===== src/rtl/spwc_pkg.sv =====
// Shared types and constants for the servo pulse width commander.
`timescale 1ns / 1ps

package spwc_pkg;

   // Request kinds
   localparam logic [1:0] KIND_ROTATE   = 2'd0;
   localparam logic [1:0] KIND_TIMED    = 2'd1;
   localparam logic [1:0] KIND_POSITION = 2'd2;
   localparam logic [1:0] KIND_TICK     = 2'd3;

   // Register indexes
   localparam logic [1:0] CSR_REVERSE = 2'd0;
   localparam logic [1:0] CSR_MIN     = 2'd1;
   localparam logic [1:0] CSR_MAX     = 2'd2;

   localparam logic [11:0] MIN_PULSE_RESET = 12'd1000;
   localparam logic [11:0] MAX_PULSE_RESET = 12'd2000;

   localparam int AMOUNT_W = 8;
   localparam int DUR_W    = 24;
   localparam int REM_W    = DUR_W + 1;
   localparam int PULSE_W  = 13;
   localparam int CFG_W    = 12;
   localparam int N_W      = AMOUNT_W + 1;    // offset amount, signed
   localparam int DIFF_W   = CFG_W + 1;       // end - start, signed
   localparam int PROD_W   = N_W + DIFF_W;    // signed product
   localparam int MAG_W    = 20;              // |product| < 2^20
   localparam int RECIP_W  = 21;
   localparam int QUOT_W   = 14;              // |quotient| <= 9295
   localparam int SUM_W    = 15;              // start +/- quotient, signed

   // Reciprocal of 100 scaled by 2^27 (and of 200 by 2^28), rounded up.
   // Exact floor division for every dividend below 2^20.
   localparam logic [RECIP_W-1:0] RECIP_M = 21'd1342178;
   localparam int SHIFT_100 = 27;
   localparam int SHIFT_200 = 28;

   localparam logic signed [N_W-1:0] SPEED_OFFSET = 9'sd100;
   localparam logic [PULSE_W-1:0] PULSE_MAX = 13'd8191;

   // Command handed from the accept stage into the mapping pipeline
   typedef struct packed {
      logic signed [N_W-1:0] n;        // x - lo
      logic                  div200;   // 1: divide by 200, 0: by 100
      logic                  written;
      logic                  active;
   } cmd_type;

   // Flags that ride along the mapping pipeline
   typedef struct packed {
      logic div200;
      logic written;
      logic active;
   } flags_type;

endpackage


===== src/rtl/spwc_map.sv =====
// Mapping pipeline: product, reciprocal divide, offset and saturate.
`timescale 1ns / 1ps

module spwc_map (
   input  logic                               clock,
   input  logic                               reset,
   input  logic                               in_valid,
   output logic                               in_ready,
   input  spwc_pkg::cmd_type                  in_cmd,
   input  logic signed [spwc_pkg::DIFF_W-1:0] span,
   input  logic        [spwc_pkg::CFG_W-1:0]  start,
   output logic                               out_valid,
   input  logic                               out_ready,
   output logic        [spwc_pkg::PULSE_W-1:0] out_pulse,
   output spwc_pkg::flags_type                out_flags
);

   // product stage
   logic                                b_valid_ff;
   logic signed [spwc_pkg::PROD_W-1:0]  b_prod_ff;
   spwc_pkg::flags_type                 b_flags_ff;
   // quotient stage
   logic                                c_valid_ff;
   logic        [spwc_pkg::QUOT_W-1:0]  c_quot_ff, c_quot_in;
   logic                                c_neg_ff;
   spwc_pkg::flags_type                 c_flags_ff;
   // output stage
   logic                                o_valid_ff;
   logic        [spwc_pkg::PULSE_W-1:0] o_pulse_ff, o_pulse_in;
   spwc_pkg::flags_type                 o_flags_ff;

   logic                                o_ready, c_ready, b_ready;
   logic signed [spwc_pkg::PROD_W-1:0]  b_prod_in;
   logic        [spwc_pkg::PROD_W-1:0]  abs_prod;
   logic        [spwc_pkg::MAG_W+spwc_pkg::RECIP_W-1:0] recip_prod;
   logic signed [spwc_pkg::SUM_W-1:0]   sum;

   assign o_ready  = !o_valid_ff || out_ready;
   assign c_ready  = !c_valid_ff || o_ready;
   assign b_ready  = !b_valid_ff || c_ready;
   assign in_ready = b_ready;

   assign b_prod_in = spwc_pkg::PROD_W'(in_cmd.n) * spwc_pkg::PROD_W'(span);

   // truncating divide: divide the magnitude, restore the sign later
   always_comb begin
      abs_prod   = b_prod_ff[spwc_pkg::PROD_W-1] ? spwc_pkg::PROD_W'(-b_prod_ff)
                                                 : spwc_pkg::PROD_W'(b_prod_ff);
      recip_prod = abs_prod[spwc_pkg::MAG_W-1:0] * spwc_pkg::RECIP_M;
      if (b_flags_ff.div200) begin
         c_quot_in = spwc_pkg::QUOT_W'(recip_prod >> spwc_pkg::SHIFT_200);
      end else begin
         c_quot_in = spwc_pkg::QUOT_W'(recip_prod >> spwc_pkg::SHIFT_100);
      end
   end

   always_comb begin
      if (c_neg_ff) begin
         sum = $signed({3'b000, start}) - $signed({1'b0, c_quot_ff});
      end else begin
         sum = $signed({3'b000, start}) + $signed({1'b0, c_quot_ff});
      end
      if (!c_flags_ff.written || sum < 0) begin
         o_pulse_in = '0;
      end else if (sum > $signed({2'b00, spwc_pkg::PULSE_MAX})) begin
         o_pulse_in = spwc_pkg::PULSE_MAX;
      end else begin
         o_pulse_in = sum[spwc_pkg::PULSE_W-1:0];
      end
   end

   always_ff @(posedge clock) begin
      if (reset) begin
         b_valid_ff <= 1'b0;
         c_valid_ff <= 1'b0;
         o_valid_ff <= 1'b0;
      end else begin
         if (b_ready) b_valid_ff <= in_valid;
         if (c_ready) c_valid_ff <= b_valid_ff;
         if (o_ready) o_valid_ff <= c_valid_ff;
      end
   end

   always_ff @(posedge clock) begin
      if (b_ready) begin
         b_prod_ff  <= b_prod_in;
         b_flags_ff <= '{div200: in_cmd.div200, written: in_cmd.written,
                         active: in_cmd.active};
      end
      if (c_ready) begin
         c_quot_ff  <= c_quot_in;
         c_neg_ff   <= b_prod_ff[spwc_pkg::PROD_W-1];
         c_flags_ff <= b_flags_ff;
      end
      if (o_ready) begin
         o_pulse_ff <= o_pulse_in;
         o_flags_ff <= c_flags_ff;
      end
   end

   assign out_valid = o_valid_ff;
   assign out_pulse = o_pulse_ff;
   assign out_flags = o_flags_ff;

endmodule


===== src/rtl/servo_pulse_width_commander_top.sv =====
// Top level of the servo pulse width commander.
//
// Usage:
//   req_*  : request channel. tuser carries the kind (rotate, timed rotate,
//            position, one millisecond tick); tdata carries amount and
//            duration_ms. A request is taken when req_tvalid and req_tready
//            are both high.
//   rsp_*  : one result per request, in order: the commanded pulse width,
//            whether a new width was commanded, and whether a timed run is
//            still counting down.
//   csr_*  : register writes (reverse, minimum width, maximum width); always
//            ready. Write only while no request is in flight.
// One request per cycle is sustained while rsp_tready stays high. The path is
// an accept register, a 9x13 product register, a reciprocal-multiply divide
// register and a saturating output register.
// The countdown is updated as a request is taken.
// Reset (synchronous) restores 1000/2000 us, no reversal, no timed run,
// and empties the pipeline. When rsp_tready is low, results hold and bubbles
// fill in; req_tready drops only once every stage holds a result.
`timescale 1ns / 1ps

module servo_pulse_width_commander_top (
   input  logic        clock,
   input  logic        reset,
   input  logic        req_tvalid,
   output logic        req_tready,
   input  logic [31:0] req_tdata,   // [7:0] amount (signed), [31:8] duration_ms
   input  logic [1:0]  req_tuser,   // [1:0] kind
   output logic        rsp_tvalid,
   input  logic        rsp_tready,
   output logic [15:0] rsp_tdata,   // [12:0] pulse_us, [13] timed_run_active, [15:14] zero
   output logic        rsp_tuser,   // [0] pulse_written
   input  logic        csr_valid,
   output logic        csr_ready,
   input  logic [1:0]  csr_index,
   input  logic [11:0] csr_data
);

   logic                               reverse_ff;
   logic [spwc_pkg::CFG_W-1:0]         min_ff, max_ff;
   logic [spwc_pkg::REM_W-1:0]         rem_ff, rem_in;
   logic                               a_valid_ff;
   spwc_pkg::cmd_type                  a_cmd_ff, a_cmd_in;
   logic                               a_ready, map_ready, req_fire;
   logic signed [spwc_pkg::AMOUNT_W-1:0] amount;
   logic [spwc_pkg::DUR_W-1:0]         duration;
   logic [1:0]                         kind;
   logic [spwc_pkg::CFG_W-1:0]         start, stop;
   logic signed [spwc_pkg::DIFF_W-1:0] span;
   logic                               map_valid;
   logic [spwc_pkg::PULSE_W-1:0]       map_pulse;
   spwc_pkg::flags_type                map_flags;

   assign amount   = $signed(req_tdata[7:0]);
   assign duration = req_tdata[31:8];
   assign kind     = req_tuser;

   assign a_ready    = !a_valid_ff || map_ready;
   assign req_tready = a_ready;
   assign req_fire   = req_tvalid && a_ready;
   assign csr_ready  = 1'b1;

   // reverse swaps the ends of the range
   assign start = reverse_ff ? max_ff : min_ff;
   assign stop  = reverse_ff ? min_ff : max_ff;
   assign span  = $signed({1'b0, stop}) - $signed({1'b0, start});

   // decode the request and advance the countdown
   always_comb begin
      rem_in   = rem_ff;
      a_cmd_in = '{n: '0, div200: 1'b1, written: 1'b0, active: 1'b0};
      case (kind)
         spwc_pkg::KIND_ROTATE: begin
            a_cmd_in.n       = spwc_pkg::N_W'(amount) + spwc_pkg::SPEED_OFFSET;
            a_cmd_in.written = 1'b1;
            rem_in           = '0;
         end
         spwc_pkg::KIND_TIMED: begin
            a_cmd_in.n       = spwc_pkg::N_W'(amount) + spwc_pkg::SPEED_OFFSET;
            a_cmd_in.written = 1'b1;
            rem_in           = spwc_pkg::REM_W'(duration) + 1'b1;
         end
         spwc_pkg::KIND_POSITION: begin
            a_cmd_in.n       = spwc_pkg::N_W'(amount);
            a_cmd_in.div200  = 1'b0;
            a_cmd_in.written = 1'b1;
            rem_in           = '0;
         end
         default: begin
            // tick: count down, stop pulse on the last millisecond
            if (rem_ff != '0) begin
               rem_in = rem_ff - 1'b1;
               if (rem_ff == spwc_pkg::REM_W'(1)) begin
                  a_cmd_in.n       = spwc_pkg::SPEED_OFFSET;
                  a_cmd_in.written = 1'b1;
               end
            end
         end
      endcase
      a_cmd_in.active = (rem_in != '0);
   end

   always_ff @(posedge clock) begin
      if (reset) begin
         reverse_ff <= 1'b0;
         min_ff     <= spwc_pkg::MIN_PULSE_RESET;
         max_ff     <= spwc_pkg::MAX_PULSE_RESET;
         rem_ff     <= '0;
         a_valid_ff <= 1'b0;
      end else begin
         if (csr_valid) begin
            unique case (csr_index)
               spwc_pkg::CSR_REVERSE: reverse_ff <= csr_data[0];
               spwc_pkg::CSR_MIN:     min_ff     <= csr_data;
               spwc_pkg::CSR_MAX:     max_ff     <= csr_data;
               default: ;   // drop writes beyond the register list
            endcase
         end
         if (req_fire) rem_ff <= rem_in;
         if (a_ready) a_valid_ff <= req_tvalid;
      end
   end

   // hold the accepted command for the mapping pipeline
   always_ff @(posedge clock) begin
      if (req_fire) a_cmd_ff <= a_cmd_in;
   end

   spwc_map u_map (
      .clock     (clock),
      .reset     (reset),
      .in_valid  (a_valid_ff),
      .in_ready  (map_ready),
      .in_cmd    (a_cmd_ff),
      .span      (span),
      .start     (start),
      .out_valid (map_valid),
      .out_ready (rsp_tready),
      .out_pulse (map_pulse),
      .out_flags (map_flags)
   );

   assign rsp_tvalid = map_valid;
   assign rsp_tdata  = {2'b00, map_flags.active, map_pulse};
   assign rsp_tuser  = map_flags.written;

`ifndef SYNTHESIS
   a_timed_loads: assert property (@(posedge clock) disable iff (reset)
      req_fire && kind == spwc_pkg::KIND_TIMED |=> rem_ff != '0)
      else $error("timed rotate did not start the countdown");

   a_untimed_cancels: assert property (@(posedge clock) disable iff (reset)
      req_fire && (kind == spwc_pkg::KIND_ROTATE || kind == spwc_pkg::KIND_POSITION)
      |=> rem_ff == '0)
      else $error("untimed command left a countdown running");

   a_idle_pulse_zero: assert property (@(posedge clock) disable iff (reset)
      rsp_tvalid && !rsp_tuser |-> rsp_tdata[12:0] == '0)
      else $error("pulse width nonzero on a result without a new pulse");

   a_cmd_active_match: assert property (@(posedge clock) disable iff (reset)
      req_fire |=> a_cmd_ff.active == (rem_ff != '0))
      else $error("active flag disagrees with countdown");
`endif

endmodule


===== config.mk =====
export PLATFORM = sky130hd
export DESIGN_NAME = servo_pulse_width_commander_top
export DESIGN_NICKNAME = d
export VERILOG_FILES = /design/src/rtl/spwc_pkg.sv /design/src/rtl/spwc_map.sv /design/src/rtl/servo_pulse_width_commander_top.sv
export SDC_FILE = /design/constraint.sdc
export NUM_CORES = 1
export LEC_CHECK = 0
export BUFFER_PORTS_ARGS = -buffer_cell sky130_fd_sc_hd__buf_2
export CAP_MARGIN = 10
export CORE_UTILIZATION = 60
export CTS_CLUSTER_SIZE = 20
export DETAILED_ROUTE_END_ITERATION = 12
export PLACE_DENSITY = 0.78
export SYNTH_ARGS = -nofsm -noshare
export SYNTH_HDL_FRONTEND = slang
export SYNTH_SLANG_ARGS = --single-unit

===== constraint.sdc =====
create_clock -name clock -period 14.7 [get_ports clock]
set_input_delay 1.47 -clock clock [delete_from_list [all_inputs] [get_ports clock]]
set_output_delay 1.47 -clock clock [all_outputs]
set_load 0.03 [all_outputs]

==> run_results.csv <==
group,metric,value,unit
status,status,"completed",
global_route,grt_usage,28.3,%
synthesis,syn_area,20000,um2
sta,setup_slack,5750,ps
synthesis,synth_compound_area_share,10.8,%
run,maxCapViolCount,0,
die,die_x,185,um
sta,finClkSkew,14.1,ps
die,num_rows,66,
global_route,grt_pass1_wl,76.4,mm
synthesis,synth_edf_count,68,
placement,place_ws,5830,ps
clocking,cts_root_buf,"clkbuf_16",
sta,finalHoldViolations,0,
die,io_pins,73,
global_route,grt_pass1_vias,16000,
clocking,cts_tree,"done",
placement,place_congestion,0.946,
routing,antenna_left,0,
cells_and_area,area_growth_syn_to_layout,6.62,%
routing,first_pass_iters,6,
synthesis,synthDistinctLibCells,84,
clocking,clock-sinks,122,
synthesis,synthMuxAreaShare,1.87,%
sta,finalCriticalPeriod,8950,ps
min_path,holdPathStages,0,
worst_setup_path,r2r_cells,27,
sta,maxSlewHeadroom,20.7,%
global_route,grt_start_max_net_pins,55,
sta,min_period_over_period,60.9,%
routing,dr.first_iter.drc_count,1004,
sta,final_max_slew_viol_count,0,
routing,drc,0,
worst_setup_path,path_max_fanout,10,
die,die_h,185,um
clocking,ctsHoldBuffers,0,
synthesis,avgSynthCellArea,9.06,um2
placement,detailed_place_hpwl,38.0,mm
sta,fin_setup_tns,0,ps
worst_setup_path,critPathKind,"reg2reg",
routing,via_count,15700,
synthesis,synth-main-ff-cell,"edfxtp_1",
worst_setup_path,worstPathArrival,9190,ps
routing,wl_per_cell,17.0,um
synthesis,ys_warn_count,0,
clocking,cts_resized,0,
synthesis,synthXorXnorAreaFrac,5.03,%
placement,io_buffers,69,
die,start_util,61.2,%
synthesis,ys_seq_elements,122,
synthesis,synth.yosys.seq_area_share,15.6,%
cells_and_area,finish.net_count,2836,
synthesis,async_flop_share,0,%
worst_setup_path,required,14940,ps
cells_and_area,diodes,0,
global_route,gr-total-overflow,0,
worst_setup_path,cp-start-kind,"register",
die,coreArea,32700,um2
routing,wirelength,46.2,mm
cells_and_area,layout-drive-gt1-share,7.05,%
clocking,clkTransAtPathRegs,60,ps
global_route,antenna_found_initial,0,
min_path,worstHoldPathType,"reg2reg",
synthesis,yosys.area_share.simple,15.2,%
clocking,post_cts_buffers,0,
sta,rsz0062_at_grt,"false",
clocking,clock_latency,430,ps
synthesis,synth_adder_area_share,41.8,%
sta,clock.fmax,0.112,GHz
clocking,clk_path_buf_depth,2,
worst_setup_path,crit_path_end_kind,"register",
synthesis,synth_top_family_by_area,"adder cells",
clocking,htree_levels,4,
sta,setup_viol,0,
clocking,cts_made_buffers,17,
routing,avgViaCountPerCell,5.79,
sta,worst_pin_slew,1190,ps
die,dieArea,34100,um2
synthesis,syn-instance-count,2211,
layout make-up:
class	instances	area [um2]
clock buffer	23	499
inverter	440	1650
timing repair buffer	81	433
tap	442	553
multi-input combinational	1595	15000
fill	2708	11300
clock inverter	9	110
sequential	122	3120
path summary, 6_finish.rpt:
check                               startpoint                       endpoint  slack (ps)
setup / recovery  u_map.b_prod_ff[3]$_DFFE_PP_  u_map.c_quot_ff[10]$_DFFE_PP_        5750
hold / removal           a_cmd_ff[0]$_DFFE_PP_  u_map.b_flags_ff[0]$_DFFE_PP_         420
hold reg to reg          a_cmd_ff[0]$_DFFE_PP_  u_map.b_flags_ff[0]$_DFFE_PP_         420
setup reg to reg  u_map.b_prod_ff[3]$_DFFE_PP_  u_map.c_quot_ff[10]$_DFFE_PP_        5750
through the flow:
stage	area (um2)	util, %	hold WS, ps	cells
after floorplan	20000	-	400	2212
after global placement	20700	63.4	406	2677
after detailed placement	20700	63.4	408	2679
after CTS	21300	65.3	422	2711
after global routing	21400	65.3	423	2712
final	21400	65.3	424	2712
state kept, by name, summed over array words and instances, names as in the netlist, 2 cells and up:
| register | flops |
|---|---|
| u_map.b_flags_ff | 3 |
| u_map.c_flags_ff | 2 |
| u_map.b_prod_ff | 21 |
| a_cmd_ff | 12 |
| u_map.out_flags | 2 |
| rem_ff | 25 |
| max_ff | 12 |
| u_map.c_quot_ff | 14 |
| min_ff | 12 |
| u_map.out_pulse | 13 |
cell usage after synthesis (7+ instances only):
cell type,number,area share (%)
inv_1,439,8.2
ha_1,287,18
fa_1,239,24
nand2_1,186,3.5
nor2_1,99,1.9
a21oi_1,84,2.1
xnor2_1,78,3.4
edfxtp_1,68,10
dfxtp_1,54,5.4
o21ai_0,49,1.2
and2_1,41,1.3
nor3_1,41,1.0
clkbuf_1,38,0.71
xor2_1,37,1.6
nand3_1,34,0.85
nor2b_1,28,0.87
o21a_1,26,0.97
mux2i_1,25,1.2
and3_1,22,0.69
nand2b_1,22,0.69
nor4_1,22,0.69
nand4_1,20,0.62
o31ai_1,18,0.67
a21o_1,17,0.64
a211oi_1,16,0.60
or3_1,15,0.47
nand3b_1,14,0.52
o211ai_1,14,0.52
or2_2,14,0.44
mux2_2,11,0.62
a31oi_1,8,0.25
or4_1,8,0.30
a211o_1,7,0.31
a311oi_1,7,0.31
nor3b_1,7,0.26
kinds of logic (layout without fill, tap and decap cells):
kind of cell | count (synthesis) | in the layout
simple gates | 598 | 598
fa+ha+maj | 526 | 526
buf+inv | 495 | 553
compound gates | 317 | 317
flops | 122 | 122
xor+xnor | 115 | 115
mux | 36 | 36
other cells | 2 | 3
cell usage in the layout (no fill, tap or decap), drive strengths merged, types with 37 or more instances in the layout:
cell      n
and2     41
dfxtp    54
edfxtp   68
nand2   186
nor2    100
xor2     37
a21oi    84
ha      287
buf      81
xnor2    78
fa      239
o21ai    50
nor3     41
inv     440
critical path, stage by stage (launching register included):
cell,delay (ps)
edfxtp_1,440
nor4_1,460
nand2_1,180
nor2_1,180
nand2_1,110
o21ai_0,260
xor2_1,730
inv_1,380
ha_1,390
inv_1,50
fa_1,480
fa_1,530
inv_1,60
fa_1,510
fa_1,530
fa_1,570
inv_1,60
fa_1,500
inv_1,40
ha_1,360
a21oi_1,100
o211ai_1,200
a21oi_1,140
or3_1,340
o21ai_2,390
a2111oi_2,160
or2_2,330
a311oi_1,300
layer usage:
metal | wire length, um | global-route usage, %
met1 | 19900 | 36.3
met2 | 23200 | 49.5
met3 | 1910 | 3.66
met4 | 1180 | 8.73
met5 | 0 | 0
Power is not shown: default switching activity piles up to over one toggle a cycle in this logic, so the estimate is an artifact.
